[src/sv/fsc_pkg.sv]
// ----------------------------------------------------------------------------
// fsc_pkg
// Shared types and codes of the stack calculator.
// ----------------------------------------------------------------------------
package fsc_pkg;

	typedef enum logic [3:0] {
		OP_PUSH  = 4'd0,
		OP_ADD   = 4'd1,
		OP_SUB   = 4'd2,
		OP_MUL   = 4'd3,
		OP_DIV   = 4'd4,
		OP_MOD   = 4'd5,
		OP_PRINT = 4'd6,
		OP_DUP   = 4'd7,
		OP_DROP  = 4'd8,
		OP_SWAP  = 4'd9,
		OP_OVER  = 4'd10,
		OP_ROT   = 4'd11
	} op_t;

	typedef enum logic [1:0] {
		ERR_OK    = 2'd0,
		ERR_UNDER = 2'd1,
		ERR_OVER  = 2'd2,
		ERR_DIVZ  = 2'd3
	} err_t;

	// Cell shift commands: every cell gets the same one in a cycle; a direct write overrides it.
	typedef enum logic [1:0] {
		SH_HOLD = 2'd0,
		SH_PUSH = 2'd1,
		SH_POP  = 2'd2
	} shift_t;

	// Control handed from the sequencer to the row of cells.
	typedef struct packed {
		shift_t      shift;
		logic        wr_top;
		logic [31:0] top_val;
		logic        wr_sec;
		logic [31:0] sec_val;
		logic        wr_thd;
		logic [31:0] thd_val;
	} cell_ctl_t;

	typedef enum logic [1:0] {
		ST_IDLE = 2'd0,
		ST_DIV  = 2'd1,
		ST_OUT  = 2'd2
	} state_t;

endpackage

[src/sv/fsc_if.sv]
// ----------------------------------------------------------------------------
// fsc_in_if / fsc_out_if
// Valid/ready channels for commands and results.
// ----------------------------------------------------------------------------
interface fsc_in_if;
	logic        valid;
	logic        ready;
	logic [3:0]  op;
	logic signed [31:0] value;
	modport source (output valid, output op, output value, input ready);
	modport sink (input valid, input op, input value, output ready);
endinterface

interface fsc_out_if;
	logic        valid;
	logic        ready;
	logic signed [31:0] out_value;
	logic        printed;
	logic [1:0]  error;
	logic [4:0]  depth;
	modport source (output valid, output out_value, output printed, output error,
		output depth, input ready);
	modport sink (input valid, input out_value, input printed, input error,
		input depth, output ready);
endinterface

[src/sv/fsc_cell.sv]
// ----------------------------------------------------------------------------
// fsc_cell
// One stack entry. Shifts toward the bottom on push (from above), toward the top on pop (from below).
// ----------------------------------------------------------------------------
module fsc_cell (
	input  logic        clk,
	input  fsc_pkg::shift_t shift,
	input  logic [31:0] above,
	input  logic [31:0] below,
	input  logic        wr,
	input  logic [31:0] wr_val,
	output logic [31:0] data
);
	logic [31:0] data_q;

	// Index 0 is the top of stack. Push moves data deeper (from above),
	// pop moves it up (from below). A direct write wins over shifting.
	always_ff @(posedge clk) begin
		if (wr) begin
			data_q <= wr_val;
		end else begin
			case (shift)
				fsc_pkg::SH_PUSH: data_q <= above;
				fsc_pkg::SH_POP:  data_q <= below;
				default:          data_q <= data_q;
			endcase
		end
	end

	assign data = data_q;
endmodule

[src/sv/fsc_divider.sv]
// ----------------------------------------------------------------------------
// fsc_divider
// Signed restoring divider, one quotient bit per cycle.
// ----------------------------------------------------------------------------
module fsc_divider (
	input  logic        clk,
	input  logic        arst_n,
	input  logic        start,
	input  logic [31:0] dividend,
	input  logic [31:0] divisor,
	output logic        done,
	output logic [31:0] quot,
	output logic [31:0] rem
);
	logic [31:0] rem_q, quo_q, dsr_q;
	logic [5:0]  cnt_q;
	logic        busy_q, done_q, nq_q, nr_q;
	logic [32:0] trial;
	logic [31:0] shifted;

	assign shifted = {rem_q[30:0], quo_q[31]};
	assign trial   = {1'b0, shifted} - {1'b0, dsr_q};

	always_ff @(posedge clk or negedge arst_n) begin
		if (!arst_n) begin
			busy_q <= 1'b0;
			done_q <= 1'b0;
			cnt_q  <= '0;
		end else begin
			done_q <= 1'b0;
			if (start) begin
				busy_q <= 1'b1;
				cnt_q  <= 6'd32;
			end else if (busy_q) begin
				cnt_q <= cnt_q - 6'd1;
				if (cnt_q == 6'd1) begin
					busy_q <= 1'b0;
					done_q <= 1'b1;
				end
			end
		end
	end

	always_ff @(posedge clk) begin
		if (start) begin
			rem_q <= '0;
			quo_q <= dividend[31] ? 32'd0 - dividend : dividend;
			dsr_q <= divisor[31] ? 32'd0 - divisor : divisor;
			nq_q  <= dividend[31] ^ divisor[31];
			nr_q  <= dividend[31];
		end else if (busy_q) begin
			if (!trial[32]) begin
				rem_q <= trial[31:0];
				quo_q <= {quo_q[30:0], 1'b1};
			end else begin
				rem_q <= shifted;
				quo_q <= {quo_q[30:0], 1'b0};
			end
		end
	end

	assign done = done_q;
	assign quot = nq_q ? 32'd0 - quo_q : quo_q;
	assign rem  = nr_q ? 32'd0 - rem_q : rem_q;
endmodule

[src/sv/forth_stack_calculator_core.sv]
// ----------------------------------------------------------------------------
// forth_stack_calculator_core
// Forth-style data-stack calculator built from a row of shifting cells.
// ----------------------------------------------------------------------------
// One command beat is taken at a time. The stack lives in a chain of cells
// whose first cell is the top of stack, so push, pop and the rearranging
// words only touch the top three cells while the rest of the chain shifts
// along. Push, arithmetic other than divide, print and the stack words update
// the cells at the accept edge and present the result beat in the next cycle,
// so with a ready receiver one command is taken every cycle. Divide and
// remainder run the one-bit-per-cycle divider: its 32 steps and its done
// strobe come before the result beat, and no command is taken while it
// runs. The result sits in an output register until it is taken, and the
// next command is accepted in the same cycle the result leaves. Failed
// commands leave the stack unchanged and report an error code.
// ----------------------------------------------------------------------------
module forth_stack_calculator_core #(
	parameter int STACK_DEPTH = 16
) (
	input  logic clk,
	input  logic arst_n,
	fsc_in_if.sink    cmd,
	fsc_out_if.source res
);
	localparam int CW = $clog2(STACK_DEPTH + 1);

	fsc_pkg::state_t  state_q, state_d;
	fsc_pkg::cell_ctl_t ctl;
	logic [CW-1:0] count_q, count_d;
	logic [31:0]   cell_data [STACK_DEPTH];
	logic [31:0]   a, b, c;
	logic          div_start, div_done, mod_q;
	logic [31:0]   quot, rem;
	logic [31:0]   outv_q, outv_d;
	logic          prn_q, prn_d;
	fsc_pkg::err_t err_q, err_d;
	logic          acc;
	fsc_pkg::op_t  op;
	logic [1:0]    need;
	logic          grow;

	assign a  = cell_data[0];
	assign b  = cell_data[1];
	assign c  = cell_data[2];
	assign op = fsc_pkg::op_t'(cmd.op);
	assign cmd.ready = (state_q == fsc_pkg::ST_IDLE) ||
		(state_q == fsc_pkg::ST_OUT && res.ready);
	assign acc = cmd.valid && cmd.ready;

	// The chain of cells; cell 0 is the top of stack.
	for (genvar i = 0; i < STACK_DEPTH; i++) begin : g_cell
		logic [31:0] above, below;
		logic        wr;
		logic [31:0] wv;
		if (i == 0) begin : g_top
			assign above = ctl.top_val;
			assign wr = ctl.wr_top;
			assign wv = ctl.top_val;
		end else if (i == 1) begin : g_sec
			assign above = cell_data[i-1];
			assign wr = ctl.wr_sec;
			assign wv = ctl.sec_val;
		end else if (i == 2) begin : g_thd
			assign above = cell_data[i-1];
			assign wr = ctl.wr_thd;
			assign wv = ctl.thd_val;
		end else begin : g_mid
			assign above = cell_data[i-1];
			assign wr = 1'b0;
			assign wv = '0;
		end
		if (i == STACK_DEPTH - 1) begin : g_last
			assign below = cell_data[i];
		end else begin : g_more
			assign below = cell_data[i+1];
		end
		fsc_cell u_cell (
			.clk(clk), .shift(ctl.shift), .above(above), .below(below),
			.wr(wr), .wr_val(wv), .data(cell_data[i])
		);
	end

	fsc_divider u_div (
		.clk(clk), .arst_n(arst_n), .start(div_start),
		.dividend(a), .divisor(b), .done(div_done), .quot(quot), .rem(rem)
	);

	always_comb begin
		case (op)
			fsc_pkg::OP_ADD, fsc_pkg::OP_SUB, fsc_pkg::OP_MUL, fsc_pkg::OP_DIV,
			fsc_pkg::OP_MOD, fsc_pkg::OP_SWAP, fsc_pkg::OP_OVER: need = 2'd2;
			fsc_pkg::OP_PRINT, fsc_pkg::OP_DUP, fsc_pkg::OP_DROP: need = 2'd1;
			fsc_pkg::OP_ROT: need = 2'd3;
			default: need = 2'd0;
		endcase
		grow = (op == fsc_pkg::OP_PUSH) || (op == fsc_pkg::OP_DUP) ||
			(op == fsc_pkg::OP_OVER);
	end

	// Next state.
	always_comb begin
		state_d = state_q;
		unique case (state_q)
			fsc_pkg::ST_IDLE, fsc_pkg::ST_OUT: begin
				if (acc) begin
					if (count_q >= CW'(need) && b != 32'd0 &&
						(op == fsc_pkg::OP_DIV || op == fsc_pkg::OP_MOD))
						state_d = fsc_pkg::ST_DIV;
					else
						state_d = fsc_pkg::ST_OUT;
				end else if (state_q == fsc_pkg::ST_OUT && res.ready) begin
					state_d = fsc_pkg::ST_IDLE;
				end
			end
			fsc_pkg::ST_DIV: if (div_done) state_d = fsc_pkg::ST_OUT;
			default: state_d = fsc_pkg::ST_IDLE;
		endcase
	end

	// Cell commands, count and result fields.
	always_comb begin
		ctl = '{shift: fsc_pkg::SH_HOLD, wr_top: 1'b0, top_val: '0, wr_sec: 1'b0,
			sec_val: '0, wr_thd: 1'b0, thd_val: '0};
		count_d   = count_q;
		outv_d    = outv_q;
		prn_d     = prn_q;
		err_d     = err_q;
		div_start = 1'b0;
		if (state_q == fsc_pkg::ST_DIV) begin
			if (div_done) begin
				ctl.shift   = fsc_pkg::SH_POP;
				ctl.wr_top  = 1'b1;
				ctl.top_val = mod_q ? rem : quot;
				count_d     = count_q - CW'(1);
			end
		end else if (acc) begin
			outv_d = '0;
			prn_d  = 1'b0;
			err_d  = fsc_pkg::ERR_OK;
			if (count_q < CW'(need)) begin
				err_d = fsc_pkg::ERR_UNDER;
			end else if (grow && count_q >= CW'(STACK_DEPTH)) begin
				err_d = fsc_pkg::ERR_OVER;
			end else begin
				case (op)
					fsc_pkg::OP_PUSH, fsc_pkg::OP_DUP, fsc_pkg::OP_OVER: begin
						ctl.shift   = fsc_pkg::SH_PUSH;
						ctl.wr_top  = 1'b1;
						ctl.top_val = (op == fsc_pkg::OP_PUSH) ? cmd.value :
							(op == fsc_pkg::OP_DUP) ? a : b;
						count_d = count_q + CW'(1);
					end
					fsc_pkg::OP_ADD, fsc_pkg::OP_SUB, fsc_pkg::OP_MUL: begin
						ctl.shift   = fsc_pkg::SH_POP;
						ctl.wr_top  = 1'b1;
						ctl.top_val = (op == fsc_pkg::OP_ADD) ? a + b :
							(op == fsc_pkg::OP_SUB) ? a - b : a * b;
						count_d = count_q - CW'(1);
					end
					fsc_pkg::OP_DIV, fsc_pkg::OP_MOD: begin
						if (b == 32'd0) err_d = fsc_pkg::ERR_DIVZ;
						else div_start = 1'b1;
					end
					fsc_pkg::OP_PRINT, fsc_pkg::OP_DROP: begin
						ctl.shift = fsc_pkg::SH_POP;
						count_d   = count_q - CW'(1);
						if (op == fsc_pkg::OP_PRINT) begin
							outv_d = a;
							prn_d  = 1'b1;
						end
					end
					fsc_pkg::OP_SWAP: begin
						ctl.wr_top = 1'b1; ctl.top_val = b;
						ctl.wr_sec = 1'b1; ctl.sec_val = a;
					end
					fsc_pkg::OP_ROT: begin
						ctl.wr_top = 1'b1; ctl.top_val = c;
						ctl.wr_sec = 1'b1; ctl.sec_val = a;
						ctl.wr_thd = 1'b1; ctl.thd_val = b;
					end
					default: ;
				endcase
			end
		end
	end

	always_ff @(posedge clk or negedge arst_n) begin
		if (!arst_n) begin
			state_q <= fsc_pkg::ST_IDLE;
			count_q <= '0;
		end else begin
			state_q <= state_d;
			count_q <= count_d;
		end
	end

	always_ff @(posedge clk) begin
		outv_q <= outv_d;
		prn_q  <= prn_d;
		err_q  <= err_d;
		if (div_start) mod_q <= (op == fsc_pkg::OP_MOD);
	end

	assign res.valid     = (state_q == fsc_pkg::ST_OUT);
	assign res.out_value = outv_q;
	assign res.printed   = prn_q;
	assign res.error     = err_q;
	assign res.depth     = 5'(count_q);
endmodule

[src/flat_wrapper.sv]
// flat-port wrapper written by rule: the top's interface ports become plain ports
module forth_stack_calculator_core_flat 
#(
	parameter int STACK_DEPTH = 16
)
  (clk, arst_n, cmd_valid, cmd_op, cmd_value, cmd_ready, res_valid, res_out_value, res_printed, res_error, res_depth, res_ready);
  fsc_in_if cmd_i ();
  fsc_out_if res_i ();
  input  logic clk;
  input  logic arst_n;
  input wire logic [$bits(cmd_i.valid)-1:0] cmd_valid;
  input wire logic [$bits(cmd_i.op)-1:0] cmd_op;
  input wire logic [$bits(cmd_i.value)-1:0] cmd_value;
  output wire logic [$bits(cmd_i.ready)-1:0] cmd_ready;
  output wire logic [$bits(res_i.valid)-1:0] res_valid;
  output wire logic [$bits(res_i.out_value)-1:0] res_out_value;
  output wire logic [$bits(res_i.printed)-1:0] res_printed;
  output wire logic [$bits(res_i.error)-1:0] res_error;
  output wire logic [$bits(res_i.depth)-1:0] res_depth;
  input wire logic [$bits(res_i.ready)-1:0] res_ready;
  assign cmd_i.valid = cmd_valid;
  assign cmd_i.op = cmd_op;
  assign cmd_i.value = cmd_value;
  assign cmd_ready = cmd_i.ready;
  assign res_valid = res_i.valid;
  assign res_out_value = res_i.out_value;
  assign res_printed = res_i.printed;
  assign res_error = res_i.error;
  assign res_depth = res_i.depth;
  assign res_i.ready = res_ready;
  forth_stack_calculator_core #(.STACK_DEPTH(STACK_DEPTH)) u_core (.clk(clk), .arst_n(arst_n), .cmd(cmd_i), .res(res_i));
endmodule
[config.mk]
export PLATFORM = sky130hd
export DESIGN_NAME = forth_stack_calculator_core_flat
export DESIGN_NICKNAME = d
export VERILOG_FILES = /design/src/sv/fsc_pkg.sv /design/src/sv/fsc_if.sv /design/src/sv/fsc_cell.sv /design/src/sv/fsc_divider.sv /design/src/sv/forth_stack_calculator_core.sv /design/src/flat_wrapper.sv
export SDC_FILE = /design/constraint.sdc
export NUM_CORES = 2
export LEC_CHECK = 0
export BUFFER_PORTS_ARGS = -buffer_cell sky130_fd_sc_hd__buf_2
export CORE_MARGIN = 5
export CORE_UTILIZATION = 40
export CTS_CLUSTER_SIZE = 30
export DETAILED_ROUTE_END_ITERATION = 12
export PLACE_DENSITY_LB_ADDON = 0.25
export SLEW_MARGIN = 30
export SYNTH_ARGS = -nofsm -noshare
export SYNTH_HDL_FRONTEND = slang
export SYNTH_HIERARCHICAL = 1
export SYNTH_SLANG_ARGS = --single-unit
export TNS_END_PERCENT = 10
[constraint.sdc]
create_clock -name clk -period 9.1 [get_ports clk]
set_input_delay 0.91 -clock clk [delete_from_list [all_inputs] [get_ports clk]]
set_output_delay 0.91 -clock clk [all_outputs]
set_load 0.005 [all_outputs]
Word level (Yosys, flattened, before mapping)
Memories as Yosys holds them, arrays and structs flattened.
Cells that the tools add are included.
{"block": "op_classes", "order_cmp": 3, "shift": 0, "eq_ne": 20, "multipliers": 1, "n_bitwise": 4, "n_div": 0, "n_reduce_logical": 32, "addsub": 10, "mux": 70}
{"operator": "32-bit case mux with 2 select lines", "count": 15}
{"operator": "32-bit 2-to-1 mux", "count": 14}
{"operator": "101-bit 2-to-1 mux", "count": 3}
{"operator": "33-bit case mux with 4 select lines", "count": 1}
{"operator": "1-bit by 32-bit subtractor with 32-bit output, first input constant", "count": 4}
{"operator": "35-bit 2-to-1 mux", "count": 2}
{"operator": "33-bit 2-to-1 mux", "count": 2}
{"operator": "66-bit 2-to-1 mux", "count": 1}
{"operator": "32-bit by 32-bit subtractor with 33-bit output", "count": 1}
{"operator": "32-bit adder", "count": 1}
{"operator": "32-bit logical NOT", "count": 1}
{"operator": "32-bit by 32-bit multiplier with 32-bit output", "count": 1}
{"operator": "32-bit nonzero test", "count": 1}
{"operator": "32-bit subtractor", "count": 1}
{"operator": "31-bit 2-to-1 mux", "count": 1}
{"operator": "5-bit 2-to-1 mux", "count": 5}
{"operator": "4-bit by 3-bit equality test with 1-bit output, second input constant", "count": 4}
{"operator": "4-bit equality test, second input constant", "count": 4}
{"operator": "1-bit 2-to-1 mux", "count": 14}
{"operator": "2-bit 2-to-1 mux", "count": 7}
{"operator": "6-bit 2-to-1 mux", "count": 2}
{"operator": "3-bit nonzero test", "count": 4}
{"operator": "5-bit case mux with 2 select lines", "count": 1}
{"operator": "3-bit OR reduction", "count": 3}
{"operator": "other kinds (27)", "count": 47}
{"block": "totals", "memories": 1, "latch_bits": 0, "inputBits": 40, "mem_bits_rw": 0, "reg_bits": 661, "rom_bits": 32}
{"memory": "(no name shown)", "depth": 16, "width": 2, "rd": 1, "rd_ports_with_merged_regs": 0, "write_ports": 0, "line_no": "forth_stack_calculator_core.sv:89", "source": "case (op)"}

Longest topological paths before layout
{"block": "logic_depth", "ltp_word": 11, "depth_mapped": 32, "ltp_nobuf": 30}

Hierarchy
Netlist, hierarchy kept.
{"mod": "fsc_cell", "cells_each": 182, "seq_area_each_um2": 960.9, "area_per_inst_um2": 2356.0, "n_inst": 16}
{"mod": "forth_stack_calculator_core", "cells_each": 2799, "seq_area_each_um2": 1256.2, "area_per_inst_um2": 23535.1, "n_inst": 1}
{"mod": "fsc_divider", "cells_each": 975, "seq_area_each_um2": 2822.7, "area_per_inst_um2": 8463.1, "n_inst": 1}

Worst setup path before layout
Ideal clock, no wire load.
{"block": "synth_path", "kind": "input to register", "start": "input port cmd_op[2]", "end": "register u_core.g_cell[0].u_cell.data_q[0], enable pin", "cell_stages": 12, "path_slack_ns": -0.731, "path_buffers": 2, "arrival_ns": 9.441, "cell_sequence": "buf_2 > inv_1 > nand2_1 > clkbuf_1 > o21ai_0 > ha_1 > o21ai_0 > a21boi_2 > nand2_1 > o21ai_0 > and2b_4 > or3_1"}
{"element": "start, declared", "line_no": "flat_wrapper.sv:12", "source": "input wire logic [$bits(cmd_i.op)-1:0] cmd_op;"}
{"element": "end signal, assigned", "line_no": "fsc_cell.sv:20", "source": "data_q <= wr_val;"}
{"element": "end signal, assigned", "line_no": "fsc_cell.sv:23", "source": "fsc_pkg::SH_PUSH: data_q <= above;"}
{"element": "end signal, assigned", "line_no": "fsc_cell.sv:24", "source": "fsc_pkg::SH_POP: data_q <= below;"}
{"element": "end, declared", "line_no": "fsc_cell.sv:14", "source": "logic [31:0] data_q;"}

==> metrics.md <==
| Metric | Value |
|---|---|
| Routed WL per cell | `24.7 microns` |
| Seq cells post-synth | `661` |
| GRT Overall Usage | `0.251` |
| Post-synthesis sequential area ratio | `0.279` |
| Final Hold Vio Count | `0` |
| CTS max path bufs | `3` |
| Highest routed layer | `met5` |
| Crit Path Category | `reg -> reg` |
| Gate count after technology mapping | `6686` |
| Yosys top cell by area | `edfxtp_1` |
| CP Data Arrival Time | `8.92 ns` |
| Setup Skew | `0.0427 ns` |
| Worst Tran Pin Value | `1.07 ns` |
| Die Y | `427 microns` |
| Clk Latency, worst-skew pair | `0.72 ns` |
| Critical path fanouts, max | `21` |
| # Post-CTS Setup Buffers | `0` |
| Clock sinks | `661` |
| CTS Buf Count | `82` |
| Final WL | `232000 microns` |
| Die X | `427 microns` |
| I/O pin cnt | `82` |
| Global-route wire length before repair | `349000 microns` |
| Global placer's final weighted congestion | `0.983` |
| Setup violators final | `0` |
| Slew headroom | `0.288` |
| Synth cell types | `116` |
| Drc violations | `0` |
| Remaining antenna violation count | `0` |
| Startpoint types | `flip-flop` |
| Die area | `183000 sq um` |
| Clock transition at path regs | `0.06 ns` |
| Mean number of vias per cell | `5.61` |
| Unrepaired setup endpoints after global routing | `no` |
| Final period utilization | `0.926` |
| TritonCTS clock tree | `yes` |
| Port-buffer cells | `81` |
| Worst Path Required | `9.60 ns` |
| Pin count of the biggest net entering global routing | `233` |
| Met3 wire length | `19600 microns` |
| Gr ovfl total | `0` |
| Initial antenna violation count | `11` |
| M1 WL | `101000 microns` |
| Synth top area share | `0.265` |
| Yosys Warn Count | `6` |
| Max-slew violation count | `0` |
| H-tree lvl count | `3` |
| Status | `finished clean` |
| Mapped cell area | `69700 sq um` |
| Tmin final | `8.43 ns` |
| EDFF count, synth | `614` |
| Area of the core | `174000 sq um` |
| Setup tns final | `0 ns` |
| Fmax | `119 MHz` |
| Initial Util | `0.401` |
| CTS root buffer | `clkbuf_16` |
| Nets | `7679` |
| Mean Syn Cell Area | `10.4 sq um` |
| Number of iterations in the first detailed-routing pass | `6` |
| WL met2 | `100000 microns` |
| Maxcap violations | `0` |
| Syn-to-layout area delta | `8.47%` |
| Fraction of registers with async set/reset | `0.0227` |
| Worst hold-check path type | `in -> async` |
| Iteration-0 DRC Markers | `5220` |
| Fillers | `16.7k` |
| Layout cells sized above 1 | `0.138` |
| Vias after detailed routing | `52.8k` |
| CP startpoint | `u_core/g_cell[1].u_cell/data[5]` |
| Top cells by area, synth | `edfxtp_1 26%, fa_1 12%, nand4bb_1 8.3%` |
| Worst R2R Start | `u_core/g_cell[1].u_cell/data[5]` |
| Worst setup EP type | `flip-flop` |
| Post-CTS Resized | `0` |
| Hpwl dp | `174000 microns` |
| Top_reg_cell synth | `edfxtp_1` |
| FP Rows | `153` |
| Vias in the first global route | `52.4k` |
| # hold bufs at CTS | `0` |
[final timing paths]
path / endpoint / slack (ns) / depth (start not counted)
worst min register to register: u_core/u_div/cnt_q[5] / 0.53 / 2
min in group clk: u_core/state_q[1] / 0.50 / 2
worst min-delay path: u_core/state_q[0] / 0.23 / 1
worst max-delay path: u_core/g_cell[0].u_cell/data[30] / 0.67 / 26
max in group asynchronous: u_core/u_div/busy_q / 8.37 / 1
worst max register to register: u_core/g_cell[0].u_cell/data[30] / 0.67 / 26
[sequential cells by signal, indices dropped and copies added (netlist names), 2 cells and up]
register	flops
u_core/g_cell.u_cell/data	512
u_core/res.out_value	32
u_core/u_div/dsr_q	32
u_core/u_div/quo_q	32
u_core/u_div/rem_q	32
u_core/u_div/cnt_q	6
u_core/res.depth	5
u_core/res.error	2
u_core/state_q	2
[placed cells by master (no fill, tap or decap), types with 37 or more instances in the layout]
cell          n
o311ai_4    160
nand4bb_1   512
nor4_1       49
nor2_1      183
o21ai_0     133
xor2_1       77
a21o_1       46
a21oi_1     165
ha_1        232
conb_1      507
nand2_1     848
o311ai_2    320
buf_2        81
o22ai_1      37
edfxtp_1    614
mux2i_1      54
o31ai_1      37
xnor2_1     179
inv_1      1048
clkbuf_16    82
and2_1      328
buf_4       160
fa_1        411
or3_1        48
[worst max-delay path, stage by stage, from the launching register on]
cell,delay (ns)
edfxtp_1,0.97
nand2_1,0.19
fa_1,0.57
inv_1,0.05
fa_1,0.47
fa_1,0.52
inv_1,0.06
fa_1,0.54
inv_1,0.05
ha_1,0.29
ha_1,0.31
fa_1,0.55
inv_1,0.06
fa_1,0.54
inv_1,0.05
ha_1,0.36
and3_1,0.22
and3_1,0.26
o21ai_2,0.12
a211o_1,0.34
a311oi_4,0.44
a41o_1,0.29
nand4_1,0.15
and3_1,0.19
nor3_2,0.22
inv_1,0.07
o311ai_1,0.31
[per-stage QoR]
stage	hold slack (ns)	util	setup slack (ns)	cell area (sq um)	instances
finish	0.228	0.435	0.675	75600	9395
global route	0.216	0.435	0.358	75600	9390
CTS	0.191	0.435	0.820	75600	9388
detailed placement	0.512	0.419	0.868	72800	9236
global placement	0.508	0.419	0.877	72800	9234
floorplan	0.443	-	1.39	71600	7192
[layer usage]
| layer | global-route usage | up-vias |
|---|---|---|
| met5 | 0.00699 | - |
| met4 | 0.105 | 8 |
| met3 | 0.0573 | 531 |
| met2 | 0.381 | 2178 |
| met1 | 0.345 | 26300 |
| li1 | - | 23700 |
[kinds of logic after synthesis]
group,after synthesis,share of synthesized area
AO/OA/AOI/OAI,1233,0.210
adder cells (fa/ha/maj),643,0.160
XOR/XNOR,256,0.0322
flip-flops,661,0.279
multiplexers,56,0.00806
other,1,0.0000538
AND/OR/NAND/NOR,2251,0.204
buffers and inverters,1585,0.107
[final cells by class]
cell class,count,area [sq um],area share
diodes,6,15.0,0.000199
clock buffers,103,2140,0.0283
clock inverters,49,592,0.00783
inverters,1055,3960,0.0524
multi-input cells,4946,44800,0.592
flip-flops and latches,661,19500,0.257
well taps,2325,2910,0.0385
repair buffers,250,1770,0.0234
[synth_stat cells (134+ instances only)]
| cell | number |
|---|---|
| inv_1 | 1048 |
| nand2_1 | 850 |
| edfxtp_1 | 614 |
| nand4bb_1 | 512 |
| fa_1 | 411 |
| and2_1 | 330 |
| o311ai_2 | 320 |
| ha_1 | 232 |
| clkbuf_1 | 190 |
| nor2_1 | 185 |
| xnor2_1 | 179 |
| a21oi_1 | 165 |
| buf_2 | 163 |
| o311ai_4 | 160 |
| o21ai_0 | 134 |
Power is left out: the tool's default activity adds up to more than one toggle a clock period on the data nets, which glitch-free logic cannot reach.
